===== src/hw/rtl/gclru_pkg.sv =====
package gclru_pkg;

  // cache geometry
  localparam int unsigned SLOTS      = 64;
  localparam int unsigned STAMP_BITS = 32;
  localparam int unsigned CODE_BITS  = 16;
  localparam int unsigned IDX_W      = (SLOTS > 1) ? $clog2(SLOTS) : 1;
  localparam int unsigned CNT_W      = IDX_W + 1;

  // port field widths
  localparam int unsigned CMD_W      = 2;
  localparam int unsigned CHAR_W     = 16;
  localparam int unsigned OUT_IDX_W  = 6;
  localparam int unsigned IN_DATA_W  = 16;
  localparam int unsigned OUT_DATA_W = 24;

  typedef enum logic [CMD_W-1:0] {
    CMD_LOOKUP = 2'd0,
    CMD_INVAL  = 2'd1,
    CMD_PROBE  = 2'd2
  } cmd_e;

  typedef enum logic [1:0] {
    ST_IDLE,
    ST_SCAN,
    ST_DONE
  } state_e;

  // one tag store entry as held in memory
  typedef struct packed {
    logic [STAMP_BITS-1:0] stamp;
    logic [CODE_BITS-1:0]  code;
  } entry_t;

  localparam int unsigned ENTRY_W = $bits(entry_t);

endpackage


===== src/hw/rtl/glyph_cache_lru_lookup.sv =====
// channel   | dir | tdata                                    | tuser
// ----------+-----+------------------------------------------+---------------
// s_axis    | in  | [15:0] char_code                         | [1:0] command
// m_axis    | out | [0] present, [6:1] slot_index,           | none
//           |     | [7] evicted, [23:8] evicted_code         |
//
// a word is accepted only in idle; the next one waits until the sweep and the
// write-back of this one are done and its result is registered for m_axis.
// the tag store memory is swept one entry per cycle through its single
// read port, then a lookup writes its updated entry back.
// the next word is taken while a finished result waits on m_axis.
// reset clears valid bits and the use counter at once; no clearing pass.
module glyph_cache_lru_lookup
  import gclru_pkg::*;
(
  input  logic                  clk_i,
  input  logic                  rst_ni,
  input  logic                  s_axis_tvalid_i,
  output logic                  s_axis_tready_o,
  input  logic [IN_DATA_W-1:0]  s_axis_tdata_i,   // [15:0] char_code
  input  logic [CMD_W-1:0]      s_axis_tuser_i,   // [1:0] command
  output logic                  m_axis_tvalid_o,
  input  logic                  m_axis_tready_i,
  output logic [OUT_DATA_W-1:0] m_axis_tdata_o    // present, slot_index, evicted, evicted_code
);

  state_e state_q, state_d;

  logic [CMD_W-1:0]      cmd_q, cmd_d;
  logic [CODE_BITS-1:0]  code_q, code_d;
  logic [CNT_W-1:0]      cnt_q, cnt_d;
  logic                  rd_vld_q, rd_vld_d;
  logic [IDX_W-1:0]      rd_idx_q, rd_idx_d;
  logic                  hit_q, hit_d;
  logic [IDX_W-1:0]      hit_idx_q, hit_idx_d;
  logic [IDX_W-1:0]      best_idx_q, best_idx_d;
  logic [STAMP_BITS-1:0] best_stamp_q, best_stamp_d;
  logic                  best_vld_q, best_vld_d;
  logic [CODE_BITS-1:0]  best_code_q, best_code_d;
  logic [STAMP_BITS-1:0] use_cnt_q, use_cnt_d;
  logic [SLOTS-1:0]      valid_q, valid_d;
  logic                  out_vld_q, out_vld_d;
  logic [OUT_DATA_W-1:0] out_data_q, out_data_d;

  logic                  in_fire;
  logic                  scan_re;
  logic                  done_fire;
  logic                  scan_last;
  logic                  out_free;

  logic                  ram_we;
  logic [IDX_W-1:0]      ram_waddr;
  entry_t                ram_wdata;
  logic [ENTRY_W-1:0]    ram_rdata;
  entry_t                ent;
  logic                  ent_vld;
  logic [CODE_BITS-1:0]  ent_code;
  logic [STAMP_BITS-1:0] ent_stamp;

  // tag store: code and stamp per slot
  gclru_ram #(
    .WIDTH(ENTRY_W),
    .DEPTH(SLOTS)
  ) u_tag_ram (
    .clk_i  (clk_i),
    .we_i   (ram_we),
    .waddr_i(ram_waddr),
    .wdata_i(ram_wdata),
    .re_i   (scan_re),
    .raddr_i(cnt_q[IDX_W-1:0]),
    .rdata_o(ram_rdata)
  );

  assign out_free  = !out_vld_q || m_axis_tready_i;
  assign scan_last = rd_vld_q && (rd_idx_q == IDX_W'(SLOTS - 1));

  // next state
  always_comb begin
    state_d = state_q;
    unique case (state_q)
      ST_IDLE: if (s_axis_tvalid_i) state_d = ST_SCAN;
      ST_SCAN: if (scan_last) state_d = ST_DONE;
      ST_DONE: if (out_free) state_d = ST_IDLE;
      default: state_d = ST_IDLE;
    endcase
  end

  // fsm outputs
  always_comb begin
    s_axis_tready_o = 1'b0;
    scan_re         = 1'b0;
    done_fire       = 1'b0;
    unique case (state_q)
      ST_IDLE: s_axis_tready_o = 1'b1;
      ST_SCAN: scan_re = (cnt_q < CNT_W'(SLOTS));
      ST_DONE: done_fire = out_free;
      default: ;
    endcase
  end

  assign in_fire = s_axis_tvalid_i && s_axis_tready_o;

  // entry under inspection; a free slot reads as code and stamp zero
  assign ent       = entry_t'(ram_rdata);
  assign ent_vld   = valid_q[rd_idx_q];
  assign ent_code  = ent_vld ? ent.code : '0;
  assign ent_stamp = ent_vld ? ent.stamp : '0;

  // item capture and scan bookkeeping
  always_comb begin
    cmd_d        = cmd_q;
    code_d       = code_q;
    cnt_d        = cnt_q;
    rd_vld_d     = scan_re;
    rd_idx_d     = cnt_q[IDX_W-1:0];
    hit_d        = hit_q;
    hit_idx_d    = hit_idx_q;
    best_idx_d   = best_idx_q;
    best_stamp_d = best_stamp_q;
    best_vld_d   = best_vld_q;
    best_code_d  = best_code_q;
    if (in_fire) begin
      cmd_d     = s_axis_tuser_i;
      code_d    = CODE_BITS'(s_axis_tdata_i[CHAR_W-1:0]);
      cnt_d     = '0;
      hit_d     = 1'b0;
      hit_idx_d = '0;
    end
    if (scan_re) begin
      cnt_d = cnt_q + CNT_W'(1);
    end
    if (rd_vld_q) begin
      // first valid slot with the code
      if (!hit_q && ent_vld && (ent.code == code_q)) begin
        hit_d     = 1'b1;
        hit_idx_d = rd_idx_q;
      end
      // oldest stamp, lowest index on ties
      if ((rd_idx_q == '0) || (ent_stamp < best_stamp_q)) begin
        best_idx_d   = rd_idx_q;
        best_stamp_d = ent_stamp;
        best_vld_d   = ent_vld;
        best_code_d  = ent_code;
      end
    end
  end

  // write back, valid bits, counter and result
  always_comb begin
    logic                 present;
    logic [IDX_W-1:0]     idx;
    logic                 evicted;
    logic [CODE_BITS-1:0] ev_code;
    ram_we     = 1'b0;
    ram_waddr  = hit_idx_q;
    ram_wdata  = '{stamp: use_cnt_q, code: code_q};
    valid_d    = valid_q;
    use_cnt_d  = use_cnt_q;
    out_vld_d  = out_vld_q && !m_axis_tready_i;
    out_data_d = out_data_q;
    present    = hit_q;
    idx        = hit_idx_q;
    evicted    = 1'b0;
    ev_code    = '0;
    if (done_fire) begin
      unique case (cmd_e'(cmd_q))
        CMD_LOOKUP: begin
          ram_we    = 1'b1;
          use_cnt_d = use_cnt_q + STAMP_BITS'(1);
          if (!hit_q) begin
            ram_waddr           = best_idx_q;
            idx                 = best_idx_q;
            valid_d[best_idx_q] = 1'b1;
            evicted             = best_vld_q;
            ev_code             = best_code_q;
          end
        end
        CMD_INVAL: begin
          if (hit_q) valid_d[hit_idx_q] = 1'b0;
        end
        default: ;
      endcase
      out_vld_d  = 1'b1;
      out_data_d = {CHAR_W'(ev_code), evicted, OUT_IDX_W'(idx), present};
    end
  end

  // control registers
  always_ff @(posedge clk_i or negedge rst_ni) begin
    if (!rst_ni) begin
      state_q   <= ST_IDLE;
      cnt_q     <= '0;
      rd_vld_q  <= 1'b0;
      hit_q     <= 1'b0;
      use_cnt_q <= '0;
      valid_q   <= '0;
      out_vld_q <= 1'b0;
    end else begin
      state_q   <= state_d;
      cnt_q     <= cnt_d;
      rd_vld_q  <= rd_vld_d;
      hit_q     <= hit_d;
      use_cnt_q <= use_cnt_d;
      valid_q   <= valid_d;
      out_vld_q <= out_vld_d;
    end
  end

  // payload registers
  always_ff @(posedge clk_i) begin
    cmd_q        <= cmd_d;
    code_q       <= code_d;
    rd_idx_q     <= rd_idx_d;
    hit_idx_q    <= hit_idx_d;
    best_idx_q   <= best_idx_d;
    best_stamp_q <= best_stamp_d;
    best_vld_q   <= best_vld_d;
    best_code_q  <= best_code_d;
    out_data_q   <= out_data_d;
  end

  assign m_axis_tvalid_o = out_vld_q;
  assign m_axis_tdata_o  = out_data_q;

`ifndef NO_ASSERTIONS
  // a new result only comes out of the write-back cycle
  a_result_from_done: assert property (@(posedge clk_i) disable iff (!rst_ni)
    $rose(out_vld_q) |-> $past(state_q == ST_DONE))
    else $error("result appeared without a write-back cycle");

  // an accepted word always starts a sweep of the tag store at slot zero
  a_accept_starts_scan: assert property (@(posedge clk_i) disable iff (!rst_ni)
    in_fire |=> (state_q == ST_SCAN) && (cnt_q == CNT_W'(0)))
    else $error("accepted word did not start a sweep");

  // the use counter moves only on a lookup write-back
  a_counter_on_lookup: assert property (@(posedge clk_i) disable iff (!rst_ni)
    (use_cnt_q != $past(use_cnt_q)) |->
      $past(done_fire && (cmd_q == CMD_LOOKUP)))
    else $error("use counter changed outside a lookup");

  // the memory is written only when a result is produced
  a_write_with_result: assert property (@(posedge clk_i) disable iff (!rst_ni)
    ram_we |=> out_vld_q)
    else $error("tag store written without a result");
`endif

endmodule


===== src/hw/rtl/gclru_ram.sv =====
module gclru_ram #(
  parameter int unsigned WIDTH = 8,
  parameter int unsigned DEPTH = 64,
  parameter int unsigned ADDR_W = (DEPTH > 1) ? $clog2(DEPTH) : 1
) (
  input  logic              clk_i,
  input  logic              we_i,
  input  logic [ADDR_W-1:0] waddr_i,
  input  logic [WIDTH-1:0]  wdata_i,
  input  logic              re_i,
  input  logic [ADDR_W-1:0] raddr_i,
  output logic [WIDTH-1:0]  rdata_o
);

  logic [WIDTH-1:0] mem_q [DEPTH];
  logic [WIDTH-1:0] rdata_q;

  // single write port
  always_ff @(posedge clk_i) begin
    if (we_i) begin
      mem_q[waddr_i] <= wdata_i;
    end
  end

  // registered read port
  always_ff @(posedge clk_i) begin
    if (re_i) begin
      rdata_q <= mem_q[raddr_i];
    end
  end

  assign rdata_o = rdata_q;

endmodule

===== config.mk =====
export PLATFORM = sky130hd
export DESIGN_NAME = glyph_cache_lru_lookup
export DESIGN_NICKNAME = d
export VERILOG_FILES = /design/src/hw/rtl/gclru_pkg.sv /design/src/hw/rtl/glyph_cache_lru_lookup.sv /design/src/hw/rtl/gclru_ram.sv
export SDC_FILE = /design/constraint.sdc
export NUM_CORES = 2
export LEC_CHECK = 0
export BUFFER_PORTS_ARGS = -buffer_cell sky130_fd_sc_hd__buf_2
export CAP_MARGIN = 15
export CORE_MARGIN = 4
export CORE_UTILIZATION = 30
export DETAILED_ROUTE_END_ITERATION = 10
export GPL_TIMING_DRIVEN = 0
export MAX_ROUTING_LAYER = met4
export SYNTH_ARGS = -nofsm -noshare
export SYNTH_HDL_FRONTEND = slang
export SYNTH_SLANG_ARGS = --single-unit

===== constraint.sdc =====
create_clock -name clk_i -period 22.4 [get_ports clk_i]
set_input_delay 2.24 -clock clk_i [delete_from_list [all_inputs] [get_ports clk_i]]
set_output_delay 2.24 -clock clk_i [all_outputs]
set_load 0.02 [all_outputs]

==> run_results.csv <==
group,metric,value,unit
synth,syn_area,0.128,mm2
global_route,grt_max_degree,68,
setup_path,crit_path_start_kind,"flop",
outcome,outcome,"completed",
setup_path,slowest_delay,0.88,ns
clock_tree,cts-buffers-inserted,348,
synth,yosysWarnings,0,
sta,fin_setup_tns,0,ns
global_route,gr-total-overflow,0,
synth,synthCells,5309,
clock_tree,cts_root_buffer,"clkbuf_16",
worst_hold_path,whs_path_depth,0,
synth,synth_edf_count,3217,
floorplan,ios,48,
sta,finalCritPeriodShare,29.0,%
floorplan,initial_utilization,30.1,%
route,drc,0,
clock_tree,path_clk_slew,0.06,ns
finish,drive_above_1_share,32.0,%
setup_path,cp.arrival,7.06,ns
setup_path,crit_fanout,16,
clock_tree,cts_buffer_depth,4,
finish,final_cell_mix,"3,217 x edfxtp_1, 1,016 x mux4_2, 357 x clkbuf_16, 161 x clkbuf_1, 144 x o21ai_0",
clock_tree,clk_latency,0.92,ns
finish,final_common_cell,"edfxtp_1",
route,first_pass_iters,6,
route,vias_per_cell,5.12,
global_route,grt_use_total,15.6,%
sta,slew_headroom,11.9,%
global_route,grt_pass1_wl,474000,um
sta,worst_pin_slew,1.32,ns
synth,syn-num-nets,5364,
floorplan,die_h,661,um
pwr,p_leak,48.0,nW
global_route,antenna_found_initial,45,
floorplan,dieArea,0.436,mm2
synth,ys_seq_elements,3337,
global_route,first_global_vias,61900,
floorplan,core,0.424,mm2
flow_run,drv_cap,0,
pwr,peakVddDrop,0.0880,mV
clock_tree,cts.sinks,3337,
setup_path,cp_top_family,"compound AO/OA/AOI/OAI gates",
synth,ys_seq_area_share,77.9,%
placement,io_buffers,47,
route,routedWlPerCell,28.3,um
floorplan,num_rows,239,
placement,dp_hpwl,231000,um
synth,async_flop_share,3.24,%
finish,area_growth,18.3,%
setup_path,cp_slowest_cell,"a211oi_4",
clock_tree,cts_max_level,5,
synth,ys_types,48,
pwr,power,0.0157,W
sta,final_max_slew_viol_count,0,
setup_path,cp.depth,17,
sta,rsz0062_at_grt,"false",
clock_tree,post_cts_buffers,0,
setup_path,critPathBufInv,5,
synth,synthFlopType,"edfxtp_1",
worst_hold_path,hold_class,"flop to flop",
floorplan,dieWidth,661,um
sta,finalHoldViolations,0,
route,drt_wl_total,336000,um
route,drtAntennaViolNets,0,
sta,period_needed,6.49,ns
clock_tree,cts_resized,0,
route,drtIter0Drc,8125,
clock_tree,cts_tree,"done",
placement,gp_congestion,0.871,
route,via_count,60700,
setup_path,worstSetupPathType,"flop to flop",
synth,avgSynthCellArea,24.1,um2
sta,fmax,154,MHz
finish,num-fill-cells,38400,
setup_path,cp_data_required_time,22.97,ns
finish,fin_nets,5973,
setup_path,r2r_cells,17,
setup_path,cp-end-kind,"flop",
finish,post-route-util,35.6,%
clock_tree,cts_hold_buf,0,
sta,setup_viol,0,
sta,fin_skew,0.0802,ns
pwr,powerDensity,104,mW/mm2
setup_path,crit_path_cell_trace,"buf_4 -> buf_4 -> mux4_2 -> mux2i_1 -> o22ai_1 -> nor4_4 -> nor2_1 -> clkbuf_1 -> and2_1 -> ha_1 -> nand4_1 -> nor2_1 -> a211oi_1 -> a211oi_1 -> a211oi_4 -> buf_16 -> buf_16",
-- Yosys cell counts, drive strengths merged (2+ instances only) --
cell / n / area, um2
nand3: 30 / 150
buf: 146 / 718
nand2b: 11 / 68.8
edfxtp: 3217 / 96600
mux4: 1016 / 22900
nor3: 13 / 65.1
o22ai: 2 / 12.5
inv: 46 / 173
mux2i: 27 / 270
dfxtp: 12 / 240
a21oi: 14 / 70.1
mux2: 12 / 135
a22o: 2 / 17.5
nor4: 10 / 92.6
ha: 33 / 413
and3: 7 / 43.8
clkbuf: 105 / 394
a211oi: 5 / 37.5
xor2: 25 / 219
nor2b: 17 / 106
xnor2: 23 / 201
and2: 66 / 413
a22oi: 3 / 22.5
nand4: 19 / 119
nand2: 80 / 300
nor2: 85 / 319
o31ai: 4 / 30.0
o21ai: 144 / 721
and4: 6 / 52.6
dfrtp: 108 / 2700
a21o: 5 / 37.5
a31oi: 4 / 25.0
-- final timing paths --
| check | startpoint | to | slack (ns) |
|---|---|---|---|
| max reg2reg | rd_idx_q[1] | best_code_q[5] | 15.91 |
| min in group asynchronous | rst_ni | valid_q[44] | 1.33 |
| max | rd_idx_q[1] | best_code_q[5] | 15.91 |
| min | cnt_q[1] | rd_idx_q[1] | 0.41 |
| min reg2reg | cnt_q[1] | rd_idx_q[1] | 0.41 |
| max in group asynchronous | rst_ni | use_cnt_q[16] | 20.24 |
-- stage by stage --
| step | hold WS [ns] | instance area (um2) | std cells | setup WS [ns] |
|---|---|---|---|---|
| floorplan | 0.345 | 128000 | 5309 | 14.66 |
| detailed placement | 0.394 | 140000 | 11200 | 15.78 |
| global route | 0.413 | 151000 | 11900 | 15.85 |
| global placement | 0.397 | 135000 | 11000 | 9.99 |
| CTS | 0.407 | 151000 | 11800 | 16.10 |
| finish | 0.414 | 151000 | 11900 | 15.91 |
-- state kept, by name (all words and copies together) (netlist names) --
signal,flops
best_code_q,16
best_idx_q,6
best_stamp_q,32
best_vld_q,1
cmd_q,2
cnt_q,7
code_q,16
hit_idx_q,6
hit_q,1
m_axis_tdata_o,24
m_axis_tvalid_o,1
rd_idx_q,6
rd_vld_q,1
state_q,2
u_tag_ram.mem_q,3072
u_tag_ram.rdata_o,48
use_cnt_q,32
valid_q,64
-- worst reg2reg max path, stage by stage, from the launching register on --
cell and delay, ns:
dfxtp_1 0.59, buf_4 0.30, buf_4 0.26, mux4_2 0.32, mux2i_1 0.22, o22ai_1 0.16
nor4_4 0.72, nor2_1 0.18, clkbuf_1 0.36, and2_1 0.30, ha_1 0.30, nand4_1 0.26
nor2_1 0.09, a211oi_1 0.53, a211oi_1 0.23, a211oi_4 0.88, buf_16 0.24, buf_16 0.18
-- metal layers --
| layer | vias up | global-route usage (%) | wire (um) |
|---|---|---|---|
| li1 | 24100 | - | - |
| met1 | 33200 | 20.3 | 132000 |
| met2 | 2782 | 25.4 | 167000 |
| met3 | 626 | 2.61 | 27200 |
| met4 | 0 | 4.34 | 9080 |
| met5 | - | - | 0 |
-- report_power, final --
part	internal (W)	switching, W	total [W]
registers	0.00685	0.0000459	0.00690
clock network	0.00322	0.00238	0.00560
logic	0.00135	0.00183	0.00318
-- area by class of cell --
cell class	count	area (um2)	area share (%)
flip-flops and latches	3337	99600	65.9
multi-input cells	1674	27400	18.1
clock buffers	423	9190	6.08
well taps	5663	7090	4.69
repair buffers	259	4800	3.18
clock inverters	201	1720	1.14
plain buffers	251	1120	0.744
inverters	47	178	0.118
diodes	15	37.5	0.0248
-- kinds of logic (layout without fill, tap and decap cells) --
kind of cell	after synthesis	after routing	synth area share, %
flip-flops	3337	3337	77.9
multiplexers	1055	1055	18.2
AND/OR/NAND/NOR	349	349	1.39
buffers and inverters	298	1181	1.01
AO/OA/AOI/OAI	189	189	0.801
XOR/XNOR	48	48	0.329
adder cells (fa/ha/maj)	33	33	0.323
other	0	15	0
No activity file was read; power rests on OpenSTA's default activity.
